[src/sv/qat_pkg.sv]
// ----------------------------------------------------------------------------
// qat_pkg: shared types and constants of the argument tokenizer
// Scan mode and result kind codes, the result record and the count clamp.
// ----------------------------------------------------------------------------
package qat_pkg;

    localparam int COUNT_WIDTH = 16;
    localparam int TOTAL_EXT_W = (COUNT_WIDTH > 16) ? COUNT_WIDTH : 16;

    // scan modes
    localparam logic [2:0] M_BETWEEN    = 3'd0;
    localparam logic [2:0] M_TOKEN      = 3'd1;
    localparam logic [2:0] M_TOKEN_ESC  = 3'd2;
    localparam logic [2:0] M_RAW        = 3'd3;
    localparam logic [2:0] M_RAW_ESC    = 3'd4;
    localparam logic [2:0] M_COOKED     = 3'd5;
    localparam logic [2:0] M_COOKED_ESC = 3'd6;

    // result kinds
    localparam logic [1:0] K_CHAR       = 2'd0;
    localparam logic [1:0] K_TOKEN_END  = 2'd1;
    localparam logic [1:0] K_STRING_END = 2'd2;
    localparam logic [1:0] K_ERROR      = 2'd3;

    // characters
    localparam logic [7:0] CH_NUL       = 8'h00;
    localparam logic [7:0] CH_BEL       = 8'h07;
    localparam logic [7:0] CH_BS        = 8'h08;
    localparam logic [7:0] CH_TAB       = 8'h09;
    localparam logic [7:0] CH_LF        = 8'h0A;
    localparam logic [7:0] CH_VT        = 8'h0B;
    localparam logic [7:0] CH_FF        = 8'h0C;
    localparam logic [7:0] CH_CR        = 8'h0D;
    localparam logic [7:0] CH_SPACE     = 8'h20;
    localparam logic [7:0] CH_DQUOTE    = 8'h22;
    localparam logic [7:0] CH_SQUOTE    = 8'h27;
    localparam logic [7:0] CH_BACKSLASH = 8'h5C;

    // result queue
    localparam int Q_DEPTH = 4;
    localparam int Q_PTR_W = $clog2(Q_DEPTH);
    localparam int Q_CNT_W = $clog2(Q_DEPTH + 1);

    typedef struct packed {
        logic [1:0]  kind;
        logic [7:0]  char_out;
        logic [15:0] token_total;
        logic        last;
    } res_t;

    typedef struct packed {
        logic [1:0] count;
        res_t       r0;
        res_t       r1;
    } step_t;

    function automatic logic [7:0] cook(input logic [7:0] c);
        logic [7:0] r;
        case (c)
            "a":     r = CH_BEL;
            "b":     r = CH_BS;
            "t":     r = CH_TAB;
            "n":     r = CH_LF;
            "v":     r = CH_VT;
            "f":     r = CH_FF;
            "r":     r = CH_CR;
            default: r = c;
        endcase
        return r;
    endfunction

    function automatic logic is_blank(input logic [7:0] c);
        return (c == CH_SPACE) || (c inside {[CH_TAB:CH_CR]});
    endfunction

    function automatic logic [15:0] clamp_total(input logic [COUNT_WIDTH-1:0] v);
        logic [TOTAL_EXT_W-1:0] ext;
        ext = TOTAL_EXT_W'(v);
        return (ext > TOTAL_EXT_W'(17'h0FFFF)) ? 16'hFFFF : ext[15:0];
    endfunction

endpackage

[src/sv/qat_if.sv]
// ----------------------------------------------------------------------------
// qat_if: byte and result channels of the argument tokenizer
// Valid/ready channels; a transfer happens when valid and ready are both high.
// ----------------------------------------------------------------------------
interface qat_byte_if;
    logic       valid;
    logic       ready;
    logic [7:0] byte_in;

    modport source (output valid, output byte_in, input ready);
    modport sink   (input valid, input byte_in, output ready);
endinterface

interface qat_res_if;
    logic        valid;
    logic        ready;
    logic [1:0]  kind;
    logic [7:0]  char_out;
    logic [15:0] token_total;
    logic        last;

    modport source (output valid, output kind, output char_out, output token_total,
                    output last, input ready);
    modport sink   (input valid, input kind, input char_out, input token_total,
                    input last, output ready);
endinterface

[src/sv/qat_step.sv]
// ----------------------------------------------------------------------------
// qat_step: scanner state and per-byte decode
// Holds scan mode and token count and turns one byte into up to two results.
// ----------------------------------------------------------------------------
module qat_step
(
    input  logic                clk,
    input  logic                rst_n,
    input  logic                fire,
    input  logic [7:0]          byte_in,
    output qat_pkg::step_t      step
);

    logic [2:0]                      mode_reg;
    logic [2:0]                      mode_next;
    logic [qat_pkg::COUNT_WIDTH-1:0] cnt_reg;
    logic [qat_pkg::COUNT_WIDTH-1:0] cnt_next;
    logic [qat_pkg::COUNT_WIDTH-1:0] cnt_emit;
    logic                            use_tok;
    logic [1:0]                      n;
    logic [1:0]                      k0;
    logic [1:0]                      k1;
    logic [7:0]                      ch0;
    logic [7:0]                      ch1;
    logic [15:0]                     total;

    always_comb
    begin
        mode_next = mode_reg;
        cnt_next  = cnt_reg;
        cnt_emit  = cnt_reg;
        use_tok   = 1'b0;
        n         = 2'd0;
        k0        = qat_pkg::K_CHAR;
        k1        = qat_pkg::K_CHAR;
        ch0       = 8'h00;
        ch1       = 8'h00;

        if (byte_in == qat_pkg::CH_NUL)
        begin
            case (mode_reg)
                qat_pkg::M_TOKEN, qat_pkg::M_TOKEN_ESC:
                begin
                    n  = 2'd2;
                    k0 = qat_pkg::K_TOKEN_END;
                    k1 = qat_pkg::K_STRING_END;
                end
                qat_pkg::M_RAW, qat_pkg::M_RAW_ESC,
                qat_pkg::M_COOKED, qat_pkg::M_COOKED_ESC:
                begin
                    n  = 2'd1;
                    k0 = qat_pkg::K_ERROR;
                end
                default:
                begin
                    n  = 2'd1;
                    k0 = qat_pkg::K_STRING_END;
                end
            endcase
            mode_next = qat_pkg::M_BETWEEN;
            cnt_next  = '0;
        end
        else
        begin
            case (mode_reg)
                qat_pkg::M_TOKEN:
                begin
                    use_tok = 1'b1;
                end
                qat_pkg::M_TOKEN_ESC:
                begin
                    n         = 2'd1;
                    ch0       = byte_in;
                    mode_next = qat_pkg::M_TOKEN;
                end
                qat_pkg::M_RAW:
                begin
                    if (byte_in == qat_pkg::CH_SQUOTE)
                        mode_next = qat_pkg::M_TOKEN;
                    else if (byte_in == qat_pkg::CH_BACKSLASH)
                        mode_next = qat_pkg::M_RAW_ESC;
                    else
                    begin
                        n   = 2'd1;
                        ch0 = byte_in;
                    end
                end
                qat_pkg::M_RAW_ESC:
                begin
                    // unknown escape keeps its backslash
                    if (byte_in != qat_pkg::CH_BACKSLASH && byte_in != qat_pkg::CH_SQUOTE)
                    begin
                        n   = 2'd2;
                        ch0 = qat_pkg::CH_BACKSLASH;
                        ch1 = byte_in;
                    end
                    else
                    begin
                        n   = 2'd1;
                        ch0 = byte_in;
                    end
                    mode_next = qat_pkg::M_RAW;
                end
                qat_pkg::M_COOKED:
                begin
                    if (byte_in == qat_pkg::CH_DQUOTE)
                        mode_next = qat_pkg::M_TOKEN;
                    else if (byte_in == qat_pkg::CH_BACKSLASH)
                        mode_next = qat_pkg::M_COOKED_ESC;
                    else
                    begin
                        n   = 2'd1;
                        ch0 = byte_in;
                    end
                end
                qat_pkg::M_COOKED_ESC:
                begin
                    n         = 2'd1;
                    ch0       = qat_pkg::cook(byte_in);
                    mode_next = qat_pkg::M_COOKED;
                end
                default:
                begin
                    mode_next = qat_pkg::M_BETWEEN;
                    if (!qat_pkg::is_blank(byte_in))
                    begin
                        if (cnt_reg != '1)
                            cnt_next = cnt_reg + qat_pkg::COUNT_WIDTH'(1);
                        cnt_emit  = cnt_next;
                        mode_next = qat_pkg::M_TOKEN;
                        use_tok   = 1'b1;
                    end
                end
            endcase

            if (use_tok)
            begin
                if (byte_in == qat_pkg::CH_BACKSLASH)
                    mode_next = qat_pkg::M_TOKEN_ESC;
                else if (byte_in == qat_pkg::CH_SQUOTE)
                    mode_next = qat_pkg::M_RAW;
                else if (byte_in == qat_pkg::CH_DQUOTE)
                    mode_next = qat_pkg::M_COOKED;
                else if (qat_pkg::is_blank(byte_in) || byte_in == qat_pkg::CH_BS)
                begin
                    // a lone backspace between tokens gives an empty token
                    n         = 2'd1;
                    k0        = qat_pkg::K_TOKEN_END;
                    mode_next = qat_pkg::M_BETWEEN;
                end
                else
                begin
                    n   = 2'd1;
                    ch0 = byte_in;
                end
            end
        end
    end

    assign total = qat_pkg::clamp_total(cnt_emit);

    always_comb
    begin
        step.count             = n;
        step.r0.kind           = k0;
        step.r0.char_out       = ch0;
        step.r0.token_total    = total;
        step.r0.last           = (n == 2'd1);
        step.r1.kind           = k1;
        step.r1.char_out       = ch1;
        step.r1.token_total    = total;
        step.r1.last           = 1'b1;
    end

    always_ff @(posedge clk or negedge rst_n)
    begin
        if (!rst_n)
        begin
            mode_reg <= qat_pkg::M_BETWEEN;
            cnt_reg  <= '0;
        end
        else if (fire)
        begin
            mode_reg <= mode_next;
            cnt_reg  <= cnt_next;
        end
    end

`ifndef NO_ASSERTIONS
    a_end_clears: assert property (@(posedge clk) disable iff (!rst_n)
        fire && byte_in == qat_pkg::CH_NUL |=> mode_reg == qat_pkg::M_BETWEEN && cnt_reg == '0)
        else $error("scanner not cleared after end of string");

    a_count_grows: assert property (@(posedge clk) disable iff (!rst_n)
        fire && byte_in != qat_pkg::CH_NUL |=> cnt_reg >= $past(cnt_reg))
        else $error("token count went down inside a string");

    a_pair_source: assert property (@(posedge clk) disable iff (!rst_n)
        step.count == 2'd2 |-> mode_reg == qat_pkg::M_TOKEN || mode_reg == qat_pkg::M_TOKEN_ESC
                               || mode_reg == qat_pkg::M_RAW_ESC)
        else $error("two results from an unexpected scan mode");
`endif

endmodule

[src/sv/qat_queue.sv]
// ----------------------------------------------------------------------------
// qat_queue: result queue
// Small register queue that takes up to two results a cycle and gives one.
// ----------------------------------------------------------------------------
module qat_queue
(
    input  logic                clk,
    input  logic                rst_n,
    input  logic                push,
    input  qat_pkg::step_t      step,
    output logic                room,
    qat_res_if.source           res
);

    qat_pkg::res_t                mem [qat_pkg::Q_DEPTH];
    logic [qat_pkg::Q_PTR_W-1:0]  wr_reg;
    logic [qat_pkg::Q_PTR_W-1:0]  rd_reg;
    logic [qat_pkg::Q_CNT_W-1:0]  cnt_reg;
    logic [qat_pkg::Q_CNT_W-1:0]  cnt_next;
    logic [1:0]                   n_push;
    logic                         pop;
    logic [qat_pkg::Q_PTR_W-1:0]  wr_plus1;

    assign n_push   = push ? step.count : 2'd0;
    assign pop      = res.valid && res.ready;
    assign wr_plus1 = wr_reg + qat_pkg::Q_PTR_W'(1);
    // room for a pair regardless of a transfer this cycle
    assign room     = cnt_reg <= qat_pkg::Q_CNT_W'(qat_pkg::Q_DEPTH - 2);
    assign cnt_next = cnt_reg + qat_pkg::Q_CNT_W'(n_push) - qat_pkg::Q_CNT_W'(pop);

    assign res.valid       = cnt_reg != '0;
    assign res.kind        = mem[rd_reg].kind;
    assign res.char_out    = mem[rd_reg].char_out;
    assign res.token_total = mem[rd_reg].token_total;
    assign res.last        = mem[rd_reg].last;

    always_ff @(posedge clk)
    begin
        if (n_push != 2'd0)
            mem[wr_reg] <= step.r0;
        if (n_push == 2'd2)
            mem[wr_plus1] <= step.r1;
    end

    always_ff @(posedge clk or negedge rst_n)
    begin
        if (!rst_n)
        begin
            wr_reg  <= '0;
            rd_reg  <= '0;
            cnt_reg <= '0;
        end
        else
        begin
            wr_reg  <= wr_reg + qat_pkg::Q_PTR_W'(n_push);
            rd_reg  <= rd_reg + qat_pkg::Q_PTR_W'(pop);
            cnt_reg <= cnt_next;
        end
    end

`ifndef NO_ASSERTIONS
    a_no_overflow: assert property (@(posedge clk) disable iff (!rst_n)
        cnt_reg <= qat_pkg::Q_CNT_W'(qat_pkg::Q_DEPTH))
        else $error("result queue overflow");

    a_push_room: assert property (@(posedge clk) disable iff (!rst_n)
        push |-> room)
        else $error("results pushed without room");
`endif

endmodule

[src/sv/quoted_argument_tokenizer.sv]
// ----------------------------------------------------------------------------
// quoted_argument_tokenizer: shell-style argument splitter
// A transferred byte is held in byte_reg until the result queue has room for a
// pair; it is then decoded and its results are written into the queue.
// Throughput: one byte per cycle while the queue has room for a pair; a byte
// with two results takes a second output transfer, absorbed by the four-entry result queue.
// Reset: asynchronous, active low; scanner between tokens, count zero, queue
// empty.
// ----------------------------------------------------------------------------
module quoted_argument_tokenizer
(
    input  logic        clk,
    input  logic        rst_n,
    qat_byte_if.sink    cmd,
    qat_res_if.source   token
);

    logic           valid_reg;
    logic [7:0]     byte_reg;
    logic           room;
    logic           fire;
    qat_pkg::step_t step;

    // decode the held byte once the queue can take a pair
    assign fire      = valid_reg && room;
    assign cmd.ready = !valid_reg || fire;

    always_ff @(posedge clk or negedge rst_n)
    begin
        if (!rst_n)
            valid_reg <= 1'b0;
        else if (cmd.ready)
            valid_reg <= cmd.valid;
    end

    always_ff @(posedge clk)
    begin
        if (cmd.ready && cmd.valid)
            byte_reg <= cmd.byte_in;
    end

    qat_step u_step
    (
        .clk     (clk),
        .rst_n   (rst_n),
        .fire    (fire),
        .byte_in (byte_reg),
        .step    (step)
    );

    qat_queue u_queue
    (
        .clk   (clk),
        .rst_n (rst_n),
        .push  (fire),
        .step  (step),
        .room  (room),
        .res   (token)
    );

endmodule
[src/flat_wrapper.sv]
// flat-port wrapper written by rule: the top's interface ports become plain ports
module quoted_argument_tokenizer_flat 
  (clk, rst_n, cmd_valid, cmd_byte_in, cmd_ready, token_valid, token_kind, token_char_out, token_token_total, token_last, token_ready);
  qat_byte_if cmd_i ();
  qat_res_if token_i ();
  input  logic clk;
  input  logic rst_n;
  input wire logic [$bits(cmd_i.valid)-1:0] cmd_valid;
  input wire logic [$bits(cmd_i.byte_in)-1:0] cmd_byte_in;
  output wire logic [$bits(cmd_i.ready)-1:0] cmd_ready;
  output wire logic [$bits(token_i.valid)-1:0] token_valid;
  output wire logic [$bits(token_i.kind)-1:0] token_kind;
  output wire logic [$bits(token_i.char_out)-1:0] token_char_out;
  output wire logic [$bits(token_i.token_total)-1:0] token_token_total;
  output wire logic [$bits(token_i.last)-1:0] token_last;
  input wire logic [$bits(token_i.ready)-1:0] token_ready;
  assign cmd_i.valid = cmd_valid;
  assign cmd_i.byte_in = cmd_byte_in;
  assign cmd_ready = cmd_i.ready;
  assign token_valid = token_i.valid;
  assign token_kind = token_i.kind;
  assign token_char_out = token_i.char_out;
  assign token_token_total = token_i.token_total;
  assign token_last = token_i.last;
  assign token_i.ready = token_ready;
  quoted_argument_tokenizer u_core (.clk(clk), .rst_n(rst_n), .cmd(cmd_i), .token(token_i));
endmodule
[config.mk]
export PLATFORM = sky130hd
export DESIGN_NAME = quoted_argument_tokenizer_flat
export DESIGN_NICKNAME = d
export VERILOG_FILES = /design/src/sv/qat_pkg.sv /design/src/sv/qat_if.sv /design/src/sv/qat_step.sv /design/src/sv/qat_queue.sv /design/src/sv/quoted_argument_tokenizer.sv /design/src/flat_wrapper.sv
export SDC_FILE = /design/constraint.sdc
export NUM_CORES = 1
export LEC_CHECK = 0
export ABC_AREA = 1
export BUFFER_PORTS_ARGS = -buffer_cell sky130_fd_sc_hd__buf_2
export CAP_MARGIN = 40
export CORE_MARGIN = 2
export CORE_UTILIZATION = 60
export CTS_CLUSTER_SIZE = 24
export DETAILED_ROUTE_END_ITERATION = 10
export PLACE_DENSITY = 0.85
export REMOVE_ABC_BUFFERS = 1
export SETUP_SLACK_MARGIN = 0.15
export SYNTH_ARGS = -nofsm -noshare
export SYNTH_HDL_FRONTEND = slang
export SYNTH_SLANG_ARGS = --single-unit
[constraint.sdc]
create_clock -name clk -period 6.36 [get_ports clk]
set_input_delay 1.272 -clock clk [delete_from_list [all_inputs] [get_ports clk]]
set_output_delay 1.272 -clock clk [all_outputs]
set_load 0.01 [all_outputs]
# Word-level counts from Yosys, hierarchy flattened
# Memories as Yosys holds them, arrays and structs flattened.
# Cells that the tools add are included.
# op_classes
add_sub_neg	6
multipliers	0
n_div	0
n_lt_le_gt_ge	4
eq_ne	23
shifts	0
mux	61
bitwise	0
n_reduce_logical	17
# op_table
cell	count
8-bit two-way mux	13
16-bit two-way mux	6
8-bit by 7-bit == test with 1-bit output (second input constant)	8
8-bit case mux with 7 select lines	1
8-bit case mux with 5 select lines	1
3-bit two-way mux	10
8-bit by 6-bit == test with 1-bit output (second input constant)	3
2-bit two-way mux	12
3-bit case mux with 6 select lines	1
16-bit by 1-bit adder with 16-bit output (second input constant)	1
16-bit greater-than comparator (second input constant)	1
16-bit != test (second input constant)	1
1-bit two-way mux	14
3-bit == test (second input constant)	3
8-bit by 4-bit == test with 1-bit output (second input constant)	1
8-bit by 4-bit greater-or-equal comparator with 1-bit output (second input constant)	1
8-bit by 4-bit <= comparator with 1-bit output (second input constant)	1
8-bit logical NOT	1
8-bit by 6-bit != test with 1-bit output (second input constant)	1
8-bit by 7-bit != test with 1-bit output (second input constant)	1
2-bit case mux with 4 select lines	1
3-bit by 2-bit == test with 1-bit output (second input constant)	2
6-bit OR reduction	1
1-bit logical AND	5
18 further kinds	21
# word_totals
reg_bits	35
latchBits	0
ramBits	108
mem_bits_ro	0
out_inout_bits	29
word_cells	119
memories	1
# memory_table
name	depth	width	read_ports	rd_ports_with_merged_regs	write_ports	line	rtl
u_core.u_queue.mem	4	27	1	0	2	qat_queue.sv:15	qat_pkg::res_t mem [qat_pkg::Q_DEPTH];

# Depth between registers and ports, before layout
# depth
ltp_word	13
ltp_mapped	17

# Hierarchy
# A second synthesis with hierarchy kept.
# unflattened
cells_unflattened	1106
hier_area_um2	9126.3
# modules_own_cells
mod	instances	cells_each	area_each_um2	seq_area_each_um2
qat_queue	1	615	6179.7	3418.3
qat_step	1	475	2653.8	475.5
quoted_argument_tokenizer	1	16	292.8	265.3

# Worst setup path before layout
# No wires, ideal clock.
# synth_timing
path_type	flip-flop to flip-flop
from	register u_core.byte_reg[1]
to	memory u_core.u_queue.mem[2][10] (netlist bit), enable pin
setup_time_ps	382
t_arrival_ps	2296
t_required_ps	5978
setup_slack_ps	3682
stages_incl_launch_ff	13
n_path_buf	1
synth_period_minus_slack_ps	2678
path_cell_list	edfxtp_1 inv_2 nand2_2 nor2_2 nand2_4 inv_2 nand2_1 nand2_1 nand2_4 inv_2 nand2_1 buf_2 nand2_1
# synth_rtl
element	line	rtl
from (decl)	quoted_argument_tokenizer.sv:19	logic [7:0] byte_reg;
from (signal assigned)	quoted_argument_tokenizer.sv:39	byte_reg <= cmd.byte_in;
to (decl)	qat_queue.sv:15	

==> impl_metrics.json <==
{
  "run_status": "finished clean",
  "grt_overflow": 0,
  "yosysWarnings": 0,
  "met2RoutedLength_um": 9200,
  "max-clock-path-buffers": 2,
  "synthDominantCellAreaShare_pct": 40.6,
  "core_region_area_um2": 13100,
  "cts.root.buffer_cell": "sky130_fd_sc_hd__clkbuf_16",
  "ir_worst_vdd_uv": 293,
  "timing.critical_path.to_type": "flip-flop",
  "switching_power_uw": 1760,
  "placement_rows": 42,
  "power.clock.fraction_pct": 22.9,
  "synthMostInstantiatedCell": "sky130_fd_sc_hd__nand2_1",
  "synth_top_cell_by_area": "sky130_fd_sc_hd__edfxtp_1",
  "post_synth_num_cell_types": 40,
  "cts_tree": "built",
  "placement.io_buffers": 40,
  "worst_setup_path_start_kind": "flip-flop",
  "cts.repair_timing.setup_buffer_count": 0,
  "crit_path_kind": "reg2reg",
  "reg2reg_slack_ns": 2.44,
  "worstMarginPinSlew_ns": 0.925,
  "holdPathEnd": "u_core.u_queue.mem[1][0]$_SDFFE_PP1P_",
  "remaining_drc_errors": 0,
  "crit_family": "simple AND/OR/NAND/NOR gates",
  "antenna_found_initial": 0,
  "io_pins": 41,
  "dpl_cell_area_um2": 8310,
  "finClkSkew_ns": 0.00849,
  "ys_dominant_reg_cell": "sky130_fd_sc_hd__edfxtp_1",
  "holdCritStartpoint": "u_core.u_queue.mem[1][0]$_SDFFE_PP1P_",
  "finalCritPeriodShare_pct": 61.6,
  "ys_ff_latch": 143,
  "grt_start_max_net_pins": 57,
  "timing.final.crit_period_ns": 3.92,
  "worstPathBufferInverterCount": 3,
  "insertedDiodeCount": 0,
  "crit-reg2reg-capture": "u_core.u_queue.mem[3][18]$_DFFE_PP_",
  "critPathMaxFanout": 30,
  "nFillCells": 1090,
  "timing.critical_path.arrival_ns": 4.10,
  "gp_routability_congestion": 0.912,
  "multi_input_comb_area_um2": 3380,
  "grt_util_all_layers_pct": 28.5,
  "setup_total_negative_slack_ns": 0,
  "cp_slowest_cell": "sky130_fd_sc_hd__nand2_1",
  "holdCritPathClass": "reg2reg",
  "p_int_uw": 2380,
  "powerDensity_nw_per_um2": 467,
  "detail_route.wirelength.met1_um": 8350,
  "floorplan.die.width_um": 119,
  "final_hpwl_from_detailed_placement_um": 13200,
  "rr_startpoint": "u_core.byte_reg[1]$_DFFE_PP_",
  "unrepaired_setup_endpoints_after_global_routing": "no",
  "ys_async_sr_fraction_pct": 18.9,
  "regArea_um2": 4080,
  "first_global_vias": 6250,
  "p_seq_share_pct": 33.7,
  "via_per_inst": 5.97,
  "critical_path_cell_count": 13,
  "syn_area_um2": 8000,
  "routed-via-count": 6854,
  "dr.pass1.iters": 7,
  "finalMaxSlewViolations": 0,
  "largest_reg_flops": 108,
  "number_of_hold_repair_buffers_added_at_the_cts_stage": 0,
  "number_of_max_cap_violations": 0,
  "clk-insertion-delay-late_ns": 0.43,
  "first_pass_grt_wire_length_um": 31600,
  "critical-path-max-stage-delay_ns": 0.63,
  "synth_common_cells": "185 x sky130_fd_sc_hd__nand2_1, 115 x sky130_fd_sc_hd__nor2_1, 108 x sky130_fd_sc_hd__edfxtp_1, 108 x sky130_fd_sc_hd__o21ai_0, 79 x sky130_fd_sc_hd__nand3_1",
  "p_sw_share_pct": 42.5,
  "finalSetupViolations": 0,
  "floorplan.die.height_um": 119,
  "synth_cells": 934,
  "cts.clk_slew.worst_paths_ns": 0.06,
  "cp_required_ns": 6.54,
  "synth.yosys.seq_area_share_pct": 51.0,
  "routed.top_layer": "met4",
  "wl_um": 19600,
  "tritoncts.num_buffers": 17,
  "final_nets": 978,
  "final_cell_area_um2": 8870,
  "cts.htree.levels": 4,
  "detail-route-antenna-nets": 0,
  "final_hold_viol_count": 0,
  "timing.max_slew.rel_slack_pct": 38.3,
  "max_freq_ghz": 0.255,
  "initial_utilization_pct": 60.9,
  "holdPathStages": 2,
  "area_growth_syn_to_layout_pct": 10.9,
  "worstRegToRegCells": 13,
  "layout_cells_sized_above_1_pct": 13.9,
  "routed-wl-met3_um": 1720,
  "combPwrFrac_pct": 43.4,
  "post_cts_resized": 0,
  "routedWlPerCell_um": 17.0,
  "dieArea_um2": 14300,
  "leakagePower_uw": 0.00365,
  "cts_num_sinks": 143,
  "initialDrtViolationCount": 840,
  "utilization_pct": 67.5,
  "synth_area_per_cell_um2": 8.56,
  "synth-edff-count": 108,
  "worstPathCellList": "inv_2 > nand2_2 > nor2_2 > nand2_4 > inv_2 > nand2_1 > nand2_1 > nand2_4 > nand2_4 > nand2_4 > nand2_1 > nand2_1 > buf_16",
  "synth_top_area_cells": "sky130_fd_sc_hd__edfxtp_1 41%, sky130_fd_sc_hd__nand2_1 8.7%, sky130_fd_sc_hd__dfrtp_1 8.5%, sky130_fd_sc_hd__o21ai_0 6.8%, sky130_fd_sc_hd__nor2_1 5.4%"
}
## stage by stage
step | hold slack, ns | std cells | power (uW) | setup WS, ns
after global routing | 0.477 | 1148 | 4390 | 2.16
after floorplan | 0.424 | 890 | 2560 | 2.51
after CTS | 0.460 | 1148 | 4120 | 2.49
after detailed placement | 0.445 | 1116 | 3180 | 2.51
final | 0.461 | 1148 | 4140 | 2.44
after global placement | 0.437 | 1112 | 3100 | 2.36
## cells by family (layout without fill, tap and decap cells)
group                      after synthesis  count (layout)  share of synthesized area, %
AOI/OAI and AO/OA                      234             234                          17.5
xor gates and xnor gates                 5               5                         0.548
adders and majority gates                7               7                          1.19
buffers and inverters                  123             161                          6.67
DFF                                    143             143                          51.0
and+or+nand+nor                        422             422                          23.1
## final cells by class
class	count	area share, %
well taps	176	2.48
clock inverters	15	1.52
inverters	79	3.34
repair buffers	50	3.72
clock buffers	17	4.80
multi-input cells	668	38.1
flip-flops and latches	143	46.0
## layout by cell type, fill, tap and decap left out, types with 2 or more instances in the layout
| master | count |
|---|---|
| sky130_fd_sc_hd__nand4_1 | 7 |
| sky130_fd_sc_hd__and2_1 | 2 |
| sky130_fd_sc_hd__buf_4 | 6 |
| sky130_fd_sc_hd__inv_6 | 4 |
| sky130_fd_sc_hd__clkinvlp_4 | 5 |
| sky130_fd_sc_hd__nand2_1 | 185 |
| sky130_fd_sc_hd__o22ai_1 | 28 |
| sky130_fd_sc_hd__a21boi_2 | 14 |
| sky130_fd_sc_hd__o21ai_1 | 7 |
| sky130_fd_sc_hd__clkinv_1 | 3 |
| sky130_fd_sc_hd__dfxtp_1 | 8 |
| sky130_fd_sc_hd__nor2_4 | 2 |
| sky130_fd_sc_hd__xnor2_1 | 3 |
| sky130_fd_sc_hd__dfrtp_1 | 27 |
| sky130_fd_sc_hd__inv_2 | 14 |
| sky130_fd_sc_hd__ha_1 | 6 |
| sky130_fd_sc_hd__inv_1 | 64 |
| sky130_fd_sc_hd__a21oi_1 | 39 |
| sky130_fd_sc_hd__o21ai_2 | 2 |
| sky130_fd_sc_hd__clkbuf_16 | 17 |
| sky130_fd_sc_hd__nand2_4 | 9 |
| sky130_fd_sc_hd__edfxtp_1 | 108 |
| sky130_fd_sc_hd__nand3_1 | 79 |
| sky130_fd_sc_hd__buf_2 | 40 |
| sky130_fd_sc_hd__buf_16 | 2 |
| sky130_fd_sc_hd__nand2_2 | 6 |
| sky130_fd_sc_hd__buf_8 | 2 |
| sky130_fd_sc_hd__nand3b_1 | 2 |
| sky130_fd_sc_hd__xor2_1 | 2 |
| sky130_fd_sc_hd__nor3_1 | 7 |
| sky130_fd_sc_hd__a21boi_0 | 25 |
| sky130_fd_sc_hd__o21ai_0 | 108 |
| sky130_fd_sc_hd__a21boi_1 | 8 |
| sky130_fd_sc_hd__nor2_1 | 115 |
| sky130_fd_sc_hd__nor2_2 | 5 |
## per-layer routing
| metal | vias to the layer above | track usage (%) |
|---|---|---|
| met5 | - | 0 |
| met4 | 0 | 8.16 |
| met3 | 36 | 5.84 |
| met2 | 360 | 45.0 |
| met1 | 3203 | 40.2 |
| li1 | 3255 | - |
## power groups by stage
stage	clock network, uW	registers (uW)	logic [uW]
2_1_floorplan	0	1420	1140
3_3_place_gp	0	1400	1690
3_5_place_dp	0	1410	1770
4_1_cts	951	1390	1780
5_1_grt	991	1420	1980
6_report	948	1390	1800
## worst register-to-register path, stage by stage (launching register included)
cell	delay [ns]
sky130_fd_sc_hd__edfxtp_1	0.49
sky130_fd_sc_hd__inv_2	0.14
sky130_fd_sc_hd__nand2_2	0.09
sky130_fd_sc_hd__nor2_2	0.15
sky130_fd_sc_hd__nand2_4	0.21
sky130_fd_sc_hd__inv_2	0.33
sky130_fd_sc_hd__nand2_1	0.20
sky130_fd_sc_hd__nand2_1	0.16
sky130_fd_sc_hd__nand2_4	0.08
sky130_fd_sc_hd__nand2_4	0.08
sky130_fd_sc_hd__nand2_4	0.19
sky130_fd_sc_hd__nand2_1	0.63
sky130_fd_sc_hd__nand2_1	0.59
sky130_fd_sc_hd__buf_16	0.33
## worst max path at each step
| stage | start | end | slack (ns) |
|---|---|---|---|
| 2_1_floorplan | u_core.u_queue.rd_reg[0]$_DFF_PN0_ | token_char_out[0] | 2.51 |
| 3_3_place_gp | u_core.byte_reg[1]$_DFFE_PP_ | u_core.u_queue.mem[3][17]$_DFFE_PP_ | 2.36 |
| 3_5_place_dp | u_core.byte_reg[1]$_DFFE_PP_ | u_core.u_queue.mem[3][18]$_DFFE_PP_ | 2.51 |
| 4_1_cts | u_core.byte_reg[1]$_DFFE_PP_ | u_core.u_queue.mem[3][18]$_DFFE_PP_ | 2.49 |
| 5_1_grt | u_core.byte_reg[2]$_DFFE_PP_ | u_core.u_queue.mem[3][18]$_DFFE_PP_ | 2.16 |
| 6_report | u_core.byte_reg[1]$_DFFE_PP_ | u_core.u_queue.mem[3][18]$_DFFE_PP_ | 2.44 |
(Power assumes the default switching activity.)
